File: src/hdl/mpdc_pkg.sv
`default_nettype none
// ----------------------------------------------------------------------------
// mpdc_pkg: shared definitions for the marker packet deframer and checker
// Packet kinds, verdict codes, marker values, packet lengths and the result
// record that passes from the checker core to the output register.
// ----------------------------------------------------------------------------
package mpdc_pkg;

  localparam int unsigned GEOM_MAX_VERTS = 16;   // 1..64
  localparam int unsigned GEOM_MAX_TRIS  = 16;   // 1..64
  localparam int unsigned TEX_ROW_TEXELS = 256;  // 16..256

  localparam int unsigned OFFSET_W = 11;

  // Marker bytes share their upper six bits; the low two bits give the kind.
  localparam logic [5:0] MARKER_PREFIX = 6'b101011;

  // Fixed packet lengths in bytes, marker included.
  localparam int unsigned LEN_ROT  = 37;
  localparam int unsigned LEN_MAT  = 66;
  localparam int unsigned LEN_GEOM = 4 + 6 * GEOM_MAX_VERTS + 15 * GEOM_MAX_TRIS;
  localparam int unsigned LEN_TEX  = 3 + 6 * TEX_ROW_TEXELS;

  typedef enum logic [1:0] {
    KIND_ROT  = 2'd0,
    KIND_MAT  = 2'd1,
    KIND_GEOM = 2'd2,
    KIND_TEX  = 2'd3
  } kind_t;

  typedef enum logic [1:0] {
    ST_OK    = 2'd0,
    ST_CSUM  = 2'd1,
    ST_RANGE = 2'd2,
    ST_MAG   = 2'd3
  } status_t;

  typedef struct packed {
    logic                emit;
    kind_t               kind;
    logic [OFFSET_W-1:0] offset;
    logic [7:0]          data;
    logic                last;
    logic                accepted;
    status_t             status;
  } result_t;

  function automatic logic [OFFSET_W-1:0] pkt_length(input kind_t kind);
    logic [OFFSET_W-1:0] len;
    unique case (kind)
      KIND_ROT:  len = OFFSET_W'(LEN_ROT);
      KIND_MAT:  len = OFFSET_W'(LEN_MAT);
      KIND_GEOM: len = OFFSET_W'(LEN_GEOM);
      KIND_TEX:  len = OFFSET_W'(LEN_TEX);
      default:   len = OFFSET_W'(LEN_ROT);
    endcase
    return len;
  endfunction

endpackage
`default_nettype wire

File: src/hdl/marker_packet_deframer_checker_top.sv
`default_nettype none
// ----------------------------------------------------------------------------
// marker_packet_deframer_checker_top: marker-framed packet deframer/checker
// Turns a stream of received serial bytes into packet beats with kind,
// offset and a verdict on the final beat of each packet.
// ----------------------------------------------------------------------------
// The block takes one received byte per beat on the slave side, flagged in
// tuser when it follows an idle gap. A flagged byte of 0xAC to 0xAF starts a
// packet of kind 0 to 3 with a fixed length (37, 66, 340 and 1539 bytes with
// the default package constants); any other flagged byte, and every byte
// after a packet has ended, is dropped without a beat until the next gap. A
// gap inside a packet abandons it without a verdict. Each packet byte leaves
// on the master side as one beat carrying its kind, offset and value; tlast
// marks the final byte, whose beat also carries the accept bit and the
// status (checksum errors take precedence over range errors). The block
// takes a byte in every cycle as long as the result side keeps up: there is
// an input register and an output register with the checks between them, so
// a byte is held in the input register, checked, and its beat is loaded into
// the output register when that register is free or being emptied. The
// running XOR, offset counter and check flags are updated as each byte is
// taken by the core, giving at most one beat per cycle while the master side keeps up.
// ----------------------------------------------------------------------------
module marker_packet_deframer_checker_top
  import mpdc_pkg::*;
(
  input  wire logic        clk,
  input  wire logic        rst,
  input  wire logic        s_axis_tvalid,
  output logic             s_axis_tready,
  input  wire logic [7:0]  s_axis_tdata,  // [7:0] rx_byte
  input  wire logic        s_axis_tuser,  // [0] after_gap
  output logic             m_axis_tvalid,
  input  wire logic        m_axis_tready,
  output logic [23:0]      m_axis_tdata,  // [10:0] byte_offset, [18:11] data_byte,
                                          // [19] accepted, [21:20] status, rest zero
  output logic [1:0]       m_axis_tuser,  // [1:0] packet_kind
  output logic             m_axis_tlast
);

  // Input register: holds the byte until the checker core can take it.
  logic       in_valid;
  logic [7:0] in_byte;
  logic       in_gap;

  // Output register.
  logic       out_valid;
  result_t    out_res;

  logic       advance;
  result_t    core_res;

  // The core consumes the held byte whenever the output register is free
  // or being emptied this cycle; bytes that give no beat go through too.
  assign advance       = in_valid && (!out_valid || m_axis_tready);
  assign s_axis_tready = !in_valid || advance;

  always_ff @(posedge clk) begin
    if (rst) begin
      in_valid <= 1'b0;
    end else if (s_axis_tready) begin
      in_valid <= s_axis_tvalid;
    end
  end

  always_ff @(posedge clk) begin
    if (s_axis_tready && s_axis_tvalid) begin
      in_byte <= s_axis_tdata;
      in_gap  <= s_axis_tuser;
    end
  end

  mpdc_core u_core (
    .clk       (clk),
    .rst       (rst),
    .step      (advance),
    .rx_byte   (in_byte),
    .after_gap (in_gap),
    .res       (core_res)
  );

  always_ff @(posedge clk) begin
    if (rst) begin
      out_valid <= 1'b0;
    end else if (advance && core_res.emit) begin
      out_valid <= 1'b1;
    end else if (m_axis_tready) begin
      out_valid <= 1'b0;
    end
  end

  always_ff @(posedge clk) begin
    if (advance && core_res.emit) begin
      out_res <= core_res;
    end
  end

  assign m_axis_tvalid = out_valid;
  assign m_axis_tuser  = out_res.kind;
  assign m_axis_tlast  = out_res.last;
  assign m_axis_tdata  = {2'b00, out_res.status, out_res.accepted,
                          out_res.data, out_res.offset};

  // The final beat of a packet always sits at the packet's last offset.
  assert property (@(posedge clk) disable iff (rst)
    (m_axis_tvalid && m_axis_tlast) |->
      (out_res.offset + OFFSET_W'(1) == pkt_length(out_res.kind)))
    else $error("final beat at wrong offset");

  // The accept bit agrees with the status on every final beat.
  assert property (@(posedge clk) disable iff (rst)
    (m_axis_tvalid && m_axis_tlast) |-> (out_res.accepted == (out_res.status == ST_OK)))
    else $error("accept bit disagrees with status");

  // Beats before the final one carry no verdict.
  assert property (@(posedge clk) disable iff (rst)
    (m_axis_tvalid && !m_axis_tlast) |-> (!out_res.accepted && out_res.status == ST_OK))
    else $error("verdict on a non-final beat");

  // With the output register empty the block is always ready for a byte.
  assert property (@(posedge clk) disable iff (rst)
    !out_valid |-> s_axis_tready)
    else $error("input stalled with empty output register");

endmodule
`default_nettype wire

File: src/hdl/mpdc_core.sv
`default_nettype none
// ----------------------------------------------------------------------------
// mpdc_core: framing state and per-byte checks
// Holds the packet state, works out the result for the byte presented and
// updates the state when the byte is taken.
// ----------------------------------------------------------------------------
module mpdc_core
  import mpdc_pkg::*;
(
  input  wire logic       clk,
  input  wire logic       rst,
  input  wire logic       step,
  input  wire logic [7:0] rx_byte,
  input  wire logic       after_gap,
  output result_t         res
);

  logic                receiving, receiving_next;
  kind_t               cur_kind, cur_kind_next;
  logic [OFFSET_W-1:0] position, position_next;
  logic [7:0]          running_xor, running_xor_next;
  logic                range_ok, range_ok_next;
  logic                magnitude_ok, magnitude_ok_next;

  logic [OFFSET_W-1:0] pos_inc;
  logic [OFFSET_W:0]   pos_end;
  logic                is_final;
  status_t             verdict;

  assign pos_inc  = position + OFFSET_W'(1);
  assign pos_end  = {1'b0, pos_inc} + (OFFSET_W+1)'(1);
  assign is_final = pos_end >= {1'b0, pkt_length(cur_kind)};

  always_comb begin
    receiving_next    = receiving;
    cur_kind_next     = cur_kind;
    position_next     = position;
    running_xor_next  = running_xor;
    range_ok_next     = range_ok;
    magnitude_ok_next = magnitude_ok;
    verdict           = ST_OK;
    res               = '0;

    if (after_gap) begin
      if (rx_byte[7:2] == MARKER_PREFIX) begin
        receiving_next    = 1'b1;
        cur_kind_next     = kind_t'(rx_byte[1:0]);
        position_next     = '0;
        running_xor_next  = '0;
        range_ok_next     = 1'b1;
        magnitude_ok_next = 1'b1;
        res.emit          = 1'b1;
        res.kind          = kind_t'(rx_byte[1:0]);
        res.offset        = '0;
        res.data          = rx_byte;
      end else begin
        receiving_next = 1'b0;
      end
    end else if (receiving) begin
      position_next = pos_inc;

      // Top byte of each rotation word must keep bit 6 clear.
      if (cur_kind == KIND_ROT && pos_inc[1:0] == 2'b00 && rx_byte[6])
        magnitude_ok_next = 1'b0;
      if (cur_kind == KIND_GEOM) begin
        if (pos_inc == OFFSET_W'(1) &&
            (rx_byte == 8'd0 || rx_byte > 8'(GEOM_MAX_VERTS)))
          range_ok_next = 1'b0;
        if (pos_inc == OFFSET_W'(2) &&
            (rx_byte == 8'd0 || rx_byte > 8'(GEOM_MAX_TRIS)))
          range_ok_next = 1'b0;
      end
      if (cur_kind == KIND_TEX && pos_inc == OFFSET_W'(1) &&
          {1'b0, rx_byte} >= 9'(TEX_ROW_TEXELS))
        range_ok_next = 1'b0;

      if (is_final) begin
        receiving_next = 1'b0;
        priority if (cur_kind == KIND_ROT)
          verdict = magnitude_ok_next ? ST_OK : ST_MAG;
        else if (running_xor != rx_byte)
          verdict = ST_CSUM;
        else if (!range_ok_next)
          verdict = ST_RANGE;
        else
          verdict = ST_OK;
      end else begin
        running_xor_next = running_xor ^ rx_byte;
      end

      res.emit     = 1'b1;
      res.kind     = cur_kind;
      res.offset   = pos_inc;
      res.data     = rx_byte;
      res.last     = is_final;
      res.accepted = is_final && (verdict == ST_OK);
      res.status   = verdict;
    end
  end

  always_ff @(posedge clk) begin
    if (rst) begin
      receiving    <= 1'b0;
      cur_kind     <= KIND_ROT;
      position     <= '0;
      running_xor  <= '0;
      range_ok     <= 1'b1;
      magnitude_ok <= 1'b1;
    end else if (step) begin
      receiving    <= receiving_next;
      cur_kind     <= cur_kind_next;
      position     <= position_next;
      running_xor  <= running_xor_next;
      range_ok     <= range_ok_next;
      magnitude_ok <= magnitude_ok_next;
    end
  end

endmodule
`default_nettype wire
File: config.mk
export PLATFORM = sky130hd
export DESIGN_NAME = marker_packet_deframer_checker_top
export DESIGN_NICKNAME = d
export VERILOG_FILES = /design/src/hdl/mpdc_pkg.sv /design/src/hdl/marker_packet_deframer_checker_top.sv /design/src/hdl/mpdc_core.sv
export SDC_FILE = /design/constraint.sdc
export NUM_CORES = 1
export LEC_CHECK = 0
export BUFFER_PORTS_ARGS = -buffer_cell sky130_fd_sc_hd__buf_2
export CORE_MARGIN = 2
export CORE_UTILIZATION = 52
export CTS_CLUSTER_SIZE = 20
export DETAILED_ROUTE_END_ITERATION = 12
export GPL_TIMING_DRIVEN = 0
export HOLD_SLACK_MARGIN = 0.06
export PLACE_DENSITY = 0.79
export SYNTH_ARGS = -nofsm -noshare
export SYNTH_HDL_FRONTEND = slang
export SYNTH_SLANG_ARGS = --single-unit
File: constraint.sdc
create_clock -name clk -period 2.9 [get_ports clk]
set_clock_uncertainty 0.15 [all_clocks]
set_input_delay 0.145 -clock clk [delete_from_list [all_inputs] [get_ports clk]]
set_output_delay 0.145 -clock clk [all_outputs]
set_load 0.005 [all_outputs]
After elaboration in Yosys (flattened, before gate mapping)

Cells that the tools add are included.

Bits in registers: 60
Bits in latches: 0
Bits in writable memories: 0
Bits in read-only memories: 0
Output and inout port bits: 29
Memories kept: 0

Add/sub/neg operators: 2
$mul: 0
Divide/modulo/power cells: 0
Magnitude comparators: 2
Eq/ne operators: 9
Shift-type cells: 0
Mux-type cells: 37
Bitwise operators: 2
Reduce and logical (&&, ||, !) cells: 23

Operator list:

| kind                                                                            | number |
|---|---|
| 22-bit 2-to-1 mux                                                               | 2 |
| 11-bit one-hot mux with 4 select lines                                          | 1 |
| 11-bit 2-to-1 mux                                                               | 3 |
| 8-bit 2-to-1 mux                                                                | 4 |
| 26-bit 2-to-1 mux                                                               | 1 |
| 1-bit 2-to-1 mux                                                                | 19 |
| 2-bit 2-to-1 mux                                                                | 7 |
| 11-bit by 1-bit adder with 12-bit output, second input constant                 | 1 |
| 12-bit by 11-bit greater-or-equal comparator with 1-bit output                  | 1 |
| 11-bit by 1-bit adder with 11-bit output, second input constant                 | 1 |
| 11-bit by 1-bit equality test with 1-bit output, second input constant          | 1 |
| 11-bit by 2-bit equality test with 1-bit output, second input constant          | 1 |
| 8-bit by 5-bit greater-than comparator with 1-bit output, second input constant | 1 |
| 1-bit logical AND                                                               | 8 |
| 8-bit logical NOT                                                               | 1 |
| 8-bit inequality test                                                           | 1 |
| 8-bit bitwise XOR                                                               | 1 |
| 6-bit equality test, second input constant                                      | 1 |
| 2-bit logical NOT                                                               | 3 |
| 3-bit AND reduction                                                             | 2 |
| 2-bit equality test, second input constant                                      | 2 |
| 4-bit AND reduction                                                             | 1 |
| 2-bit nonzero test                                                              | 2 |
| 1-bit logical OR                                                                | 3 |
| other kinds (6)                                                                 | 7 |

Longest topological paths before layout

Depth after elaboration: 20
Gate-level depth with buffers: 15
Depth with buffers taken out: 13

Hierarchy

From an unflattened synthesis, not the netlist that was laid out.

Cell total of the unflattened synthesis: 363
Area, all modules: 3,522.1 sq um

Modules (own cells, without submodules):

| module                             | times used | cells an instance | area an instance (sq um) |
|---|---|---|---|
| mpdc_core                          | 1          | 315               | 2,379.8 |
| marker_packet_deframer_checker_top | 1          | 48                | 1,142.3 |

Worst setup path before layout

OpenSTA, ideal clock, no wires.

Path kind: register -> register
Start: register u_core.position[1]
End: register u_core.running_xor[0]
Library setup time: 57 ps
Arrival: 3,025 ps
Required time: 2,693 ps
Path slack: -332 ps
Cell stages (with the launch flop): 14
Buffers on the path: 1
Period minus slack after synthesis: 3,232 ps
Path through: dfxtp_1 -> ha_1 -> nand3_1 -> or3_1 -> and2_1 -> or3_1 -> nor3_2 -> xor2_1 -> ha_1 -> a41o_1 -> or3_1 -> buf_2 -> a211oi_1 -> a21o_1

Longest elaborated chain between the ends: 5

Ends and longest elaborated chain:

| what                                                           | RTL line         | source |
|---|---|---|
| start, declared                                                | mpdc_core.sv:20  | `logic [OFFSET_W-1:0] position, position_next;` |
| start signal, assigned                                         | mpdc_core.sv:112 | `position <= position_next;` |
| 11-bit by 1-bit adder with 11-bit output                       | mpdc_core.sv:30  | `assign pos_inc = position + OFFSET_W'(1);` |
| 11-bit by 1-bit adder with 12-bit output                       | mpdc_core.sv:31  | `assign pos_end = {1'b0, pos_inc} + (OFFSET_W+1)'(1);` |
| 12-bit by 11-bit greater-or-equal comparator with 1-bit output | mpdc_core.sv:32  | `assign is_final = pos_end >= {1'b0, pkt_length(cur_kind)};` |
| 2-bit inequality test (no source line)                         | --               |  |
| 4-bit AND reduction (no source line)                           | --               |  |
| end signal, assigned                                           | mpdc_core.sv:113 | `running_xor <= running_xor_next;` |
| end, declared                                                  | mpdc_core.sv:21  | `logic [7:0] running_xor, running_xor_next;` |

Every way passes these cells.
A chain may end at the register's enable or synchronous reset.

Worst setup path in the final report

Start: register u_core.position[1]
End: register u_core.running_xor[4]

Same word-level chain as after synthesis.

==> flow_summary.yaml <==
logic_synthesis:
  yosysSeqAreaShare_pct: 46.9
  ys_seq_elements: 60
  syn_area_mm2: 0.00329
  post-synth-top-area-fraction_pct: 31.1
  synth-edff-count: 34
  synth_cell_types: 57
  synth_cells: 320
  yosys.area.top_type: "edfxtp_1"
  synth_warnings: 0
  synth_ff_type: "edfxtp_1"
  synthArstFlopShare_pct: 0
  synthTopCellsByArea: "edfxtp_1 31%, dfxtp_1 16%, ha_1 7.2%"
  syn_area_per_cell_um2: 10.3
sta:
  holdWs_ns: 0.205
  finalCritPeriodShare_pct: 110
  setup_violations: 13
  tightest_slew_ns: 0.666
  max_slew_margin_pct: 55.5
  slew_violations: 0
  rsz0062_at_grt: "true"
  hold_viol_final: 0
  post-route-min-period_ns: 3.20
  setup_ws_ns: -0.296
  fmax_mhz: 313
floorplan:
  num_io_pins: 42
  start_util_pct: 54.5
  die-area_mm2: 0.00697
  coreArea_mm2: 0.00603
  rows: 28
  die_w_um: 83.5
  die_h_um: 83.5
route:
  drc: 0
  wirelength_um: 7950
  drtPass1Iterations: 5
  drt-initial-drc-count: 254
  vias_per_cell: 5.74
  via_count: 2723
  wl_per_cell_um: 16.8
  ant_nets: 0
clock_tree:
  clock_sinks: 60
  clk_latency_ns: 0.35
  path_clk_slew_ns: 0.07
  numCtsBuffers: 9
  htree_levels: 3
  cts_tree: "done"
  clock-root-buffer: "clkbuf_8"
  clockBufferDepth: 2
worst_setup_path:
  crit_fanout: 8
  cp_common_cell: "xnor2_2"
  crit_slowest_cell: "or3_4"
  cp.buffers_inverters: 1
  critPathKind: "flip-flop to flip-flop"
  worstPathRequired_ns: 3.00
  crit_chain: "buf_4, and3_4, xnor2_2, nand3b_1, or3_4, xnor2_2, ha_1, o21a_1, o21ai_4, a31oi_4, o31a_1, a21o_1"
  cp-start-kind: "flip-flop"
  crit_family: "compound AO/OA/AOI/OAI gates"
  cpPeakStageDelay_ns: 0.41
  cp.arrival_ns: 3.29
  crit_path_end_kind: "flip-flop"
flow_run:
  maxCapViolCount: 0
pwr:
  leakage_uw: 0.00169
  pwr-share-clk_pct: 43.3
  vdd_drop_max_v: 0.000326
  p_sw_uw: 399
  comb_power_share_pct: 3.6
  finalPower_uw: 1730
  seq_power_share_pct: 53.1
  intPower_uw: 1330
  p_per_area_mw_per_mm2: 408
  switching_share_pct: 23.1
cells_and_area:
  drive_gt1_share_pct: 30.6
  syn2layout_area_growth_pct: 29.3
  final_common_cell: "buf_2"
  layout_common_cells: "40 x buf_2, 35 x nor2_1, 34 x edfxtp_1, 22 x dfxtp_1, 19 x nand2b_1"
  num-fill-cells: 423
  num_antenna_cells: 0
  instances_no_fill: 474
  nets: 426
  multi_input_area_mm2: 0.00183
  regArea_mm2: 0.00155
place:
  placedCellCount: 435
  pre_cts_ws_ns: -0.427
  port_buffers: 39
  gp_congestion: 0.891
  hpwl_um: 5290
outcome:
  failed_checks: "setup timing"
  status: "finished with violations"
grt:
  grt_pass1_wl_um: 13100
  grt_usage_pct: 23.7
  antenna_found_initial: 0
  grt_pass1_vias: 2642
  grt_overflow: 0
  grt_max_degree: 33
min_path:
  hold_class: "input pin to flip-flop"
-- cell type report --
type	instances	area share, %
plain buffers	14	2.80
clock buffers	10	3.00
clock inverters	6	1.50
inverters	13	1.18
multi-input cells	234	43.1
flip-flops and latches	60	36.6
well taps	75	2.21
repair buffers	62	9.66
-- worst paths after layout --
check / start / to / slack [ns] / cells after the start
setup / recovery: u_core.position[1] / u_core.running_xor[4] / -0.30 / 12
hold / removal: rst / u_core.position[5] / 0.20 / 3
setup reg to reg: u_core.position[1] / u_core.running_xor[4] / -0.30 / 12
hold reg to reg: u_core.running_xor[4] / u_core.running_xor[4] / 0.33 / 1
-- kinds of logic (layout without fill, tap and decap cells) --
family / count (synthesis) / after routing / share of synthesized area [%]
AO/OA/AOI/OAI: 67 / 67 / 14.2
XOR/XNOR: 20 / 20 / 5.56
adder cells (fa/ha/maj): 19 / 19 / 7.24
buffers and inverters: 27 / 105 / 4.00
flip-flops: 60 / 60 / 46.9
multiplexers: 2 / 2 / 0.609
other: 1 / 2 / 0.114
AND/OR/NAND/NOR: 124 / 124 / 21.4
-- power by group through the flow --
| stage | registers, uW | clock network (uW) | logic (uW) |
|---|---|---|---|
| 2_1_floorplan | 931 | 0 | 31.8 |
| 3_3_place_gp | 939 | 0 | 46.2 |
| 3_5_place_dp | 939 | 0 | 47.8 |
| 4_1_cts | 918 | 757 | 60.7 |
| 5_1_grt | 920 | 808 | 67.6 |
| 6_report | 919 | 750 | 62.2 |
-- metal layers --
metal	share of wire [%]	wire length, um	global-route usage (%)
met1	43	3420	30.7
met2	48	3780	38.9
met3	6.8	541	4.95
met4	2.6	204	9.53
met5	0	0	0
-- synth_stat cells, types with 8 or more instances --
master / number
nand2_1: 10
a21o_1: 8
a21oi_1: 15
o21ai_0: 9
nand2b_1: 19
dfxtp_1: 26
ha_1: 19
and2_1: 14
nor2_1: 35
edfxtp_1: 34
xnor2_1: 13
a211oi_1: 9
inv_1: 12
-- sequential cells by signal (all words and copies together) (netlist names), 2 cells and up --
name,cells
m_axis_tdata,22
u_core.position,11
in_byte,8
u_core.running_xor,8
m_axis_tuser,2
u_core.cur_kind,2
-- metrics by stage --
step           area [um^2]  TNS [ns]  util, %
2_1_floorplan         3380     -1.83        -
3_3_place_gp          3670     -4.48     60.9
3_5_place_dp          3670     -5.36     60.9
4_1_cts               4190     -3.01     69.5
5_1_grt               4250     -4.78     70.5
6_report              4250     -3.31     70.5
-- what timing repair did --
action,CTS,global route
hold buffers,12,0
setup endpoints to repair,18,18
pin swaps,16,9
setup buffers,8,3
resized for setup,25,8
endpoints found under the hold margin,11,0
-- worst register-to-register path: cells and delay by family, from the launching register on --
kind	cells	cell delay, ns
adder cells (fa/ha/maj)	1	0.29
flip-flops	1	0.35
AO/OA/AOI/OAI	5	1.03
buffers and inverters	1	0.15
XOR/XNOR	2	0.29
AND/OR/NAND/NOR	3	0.83
No activity file was read; power rests on OpenSTA's default activity.
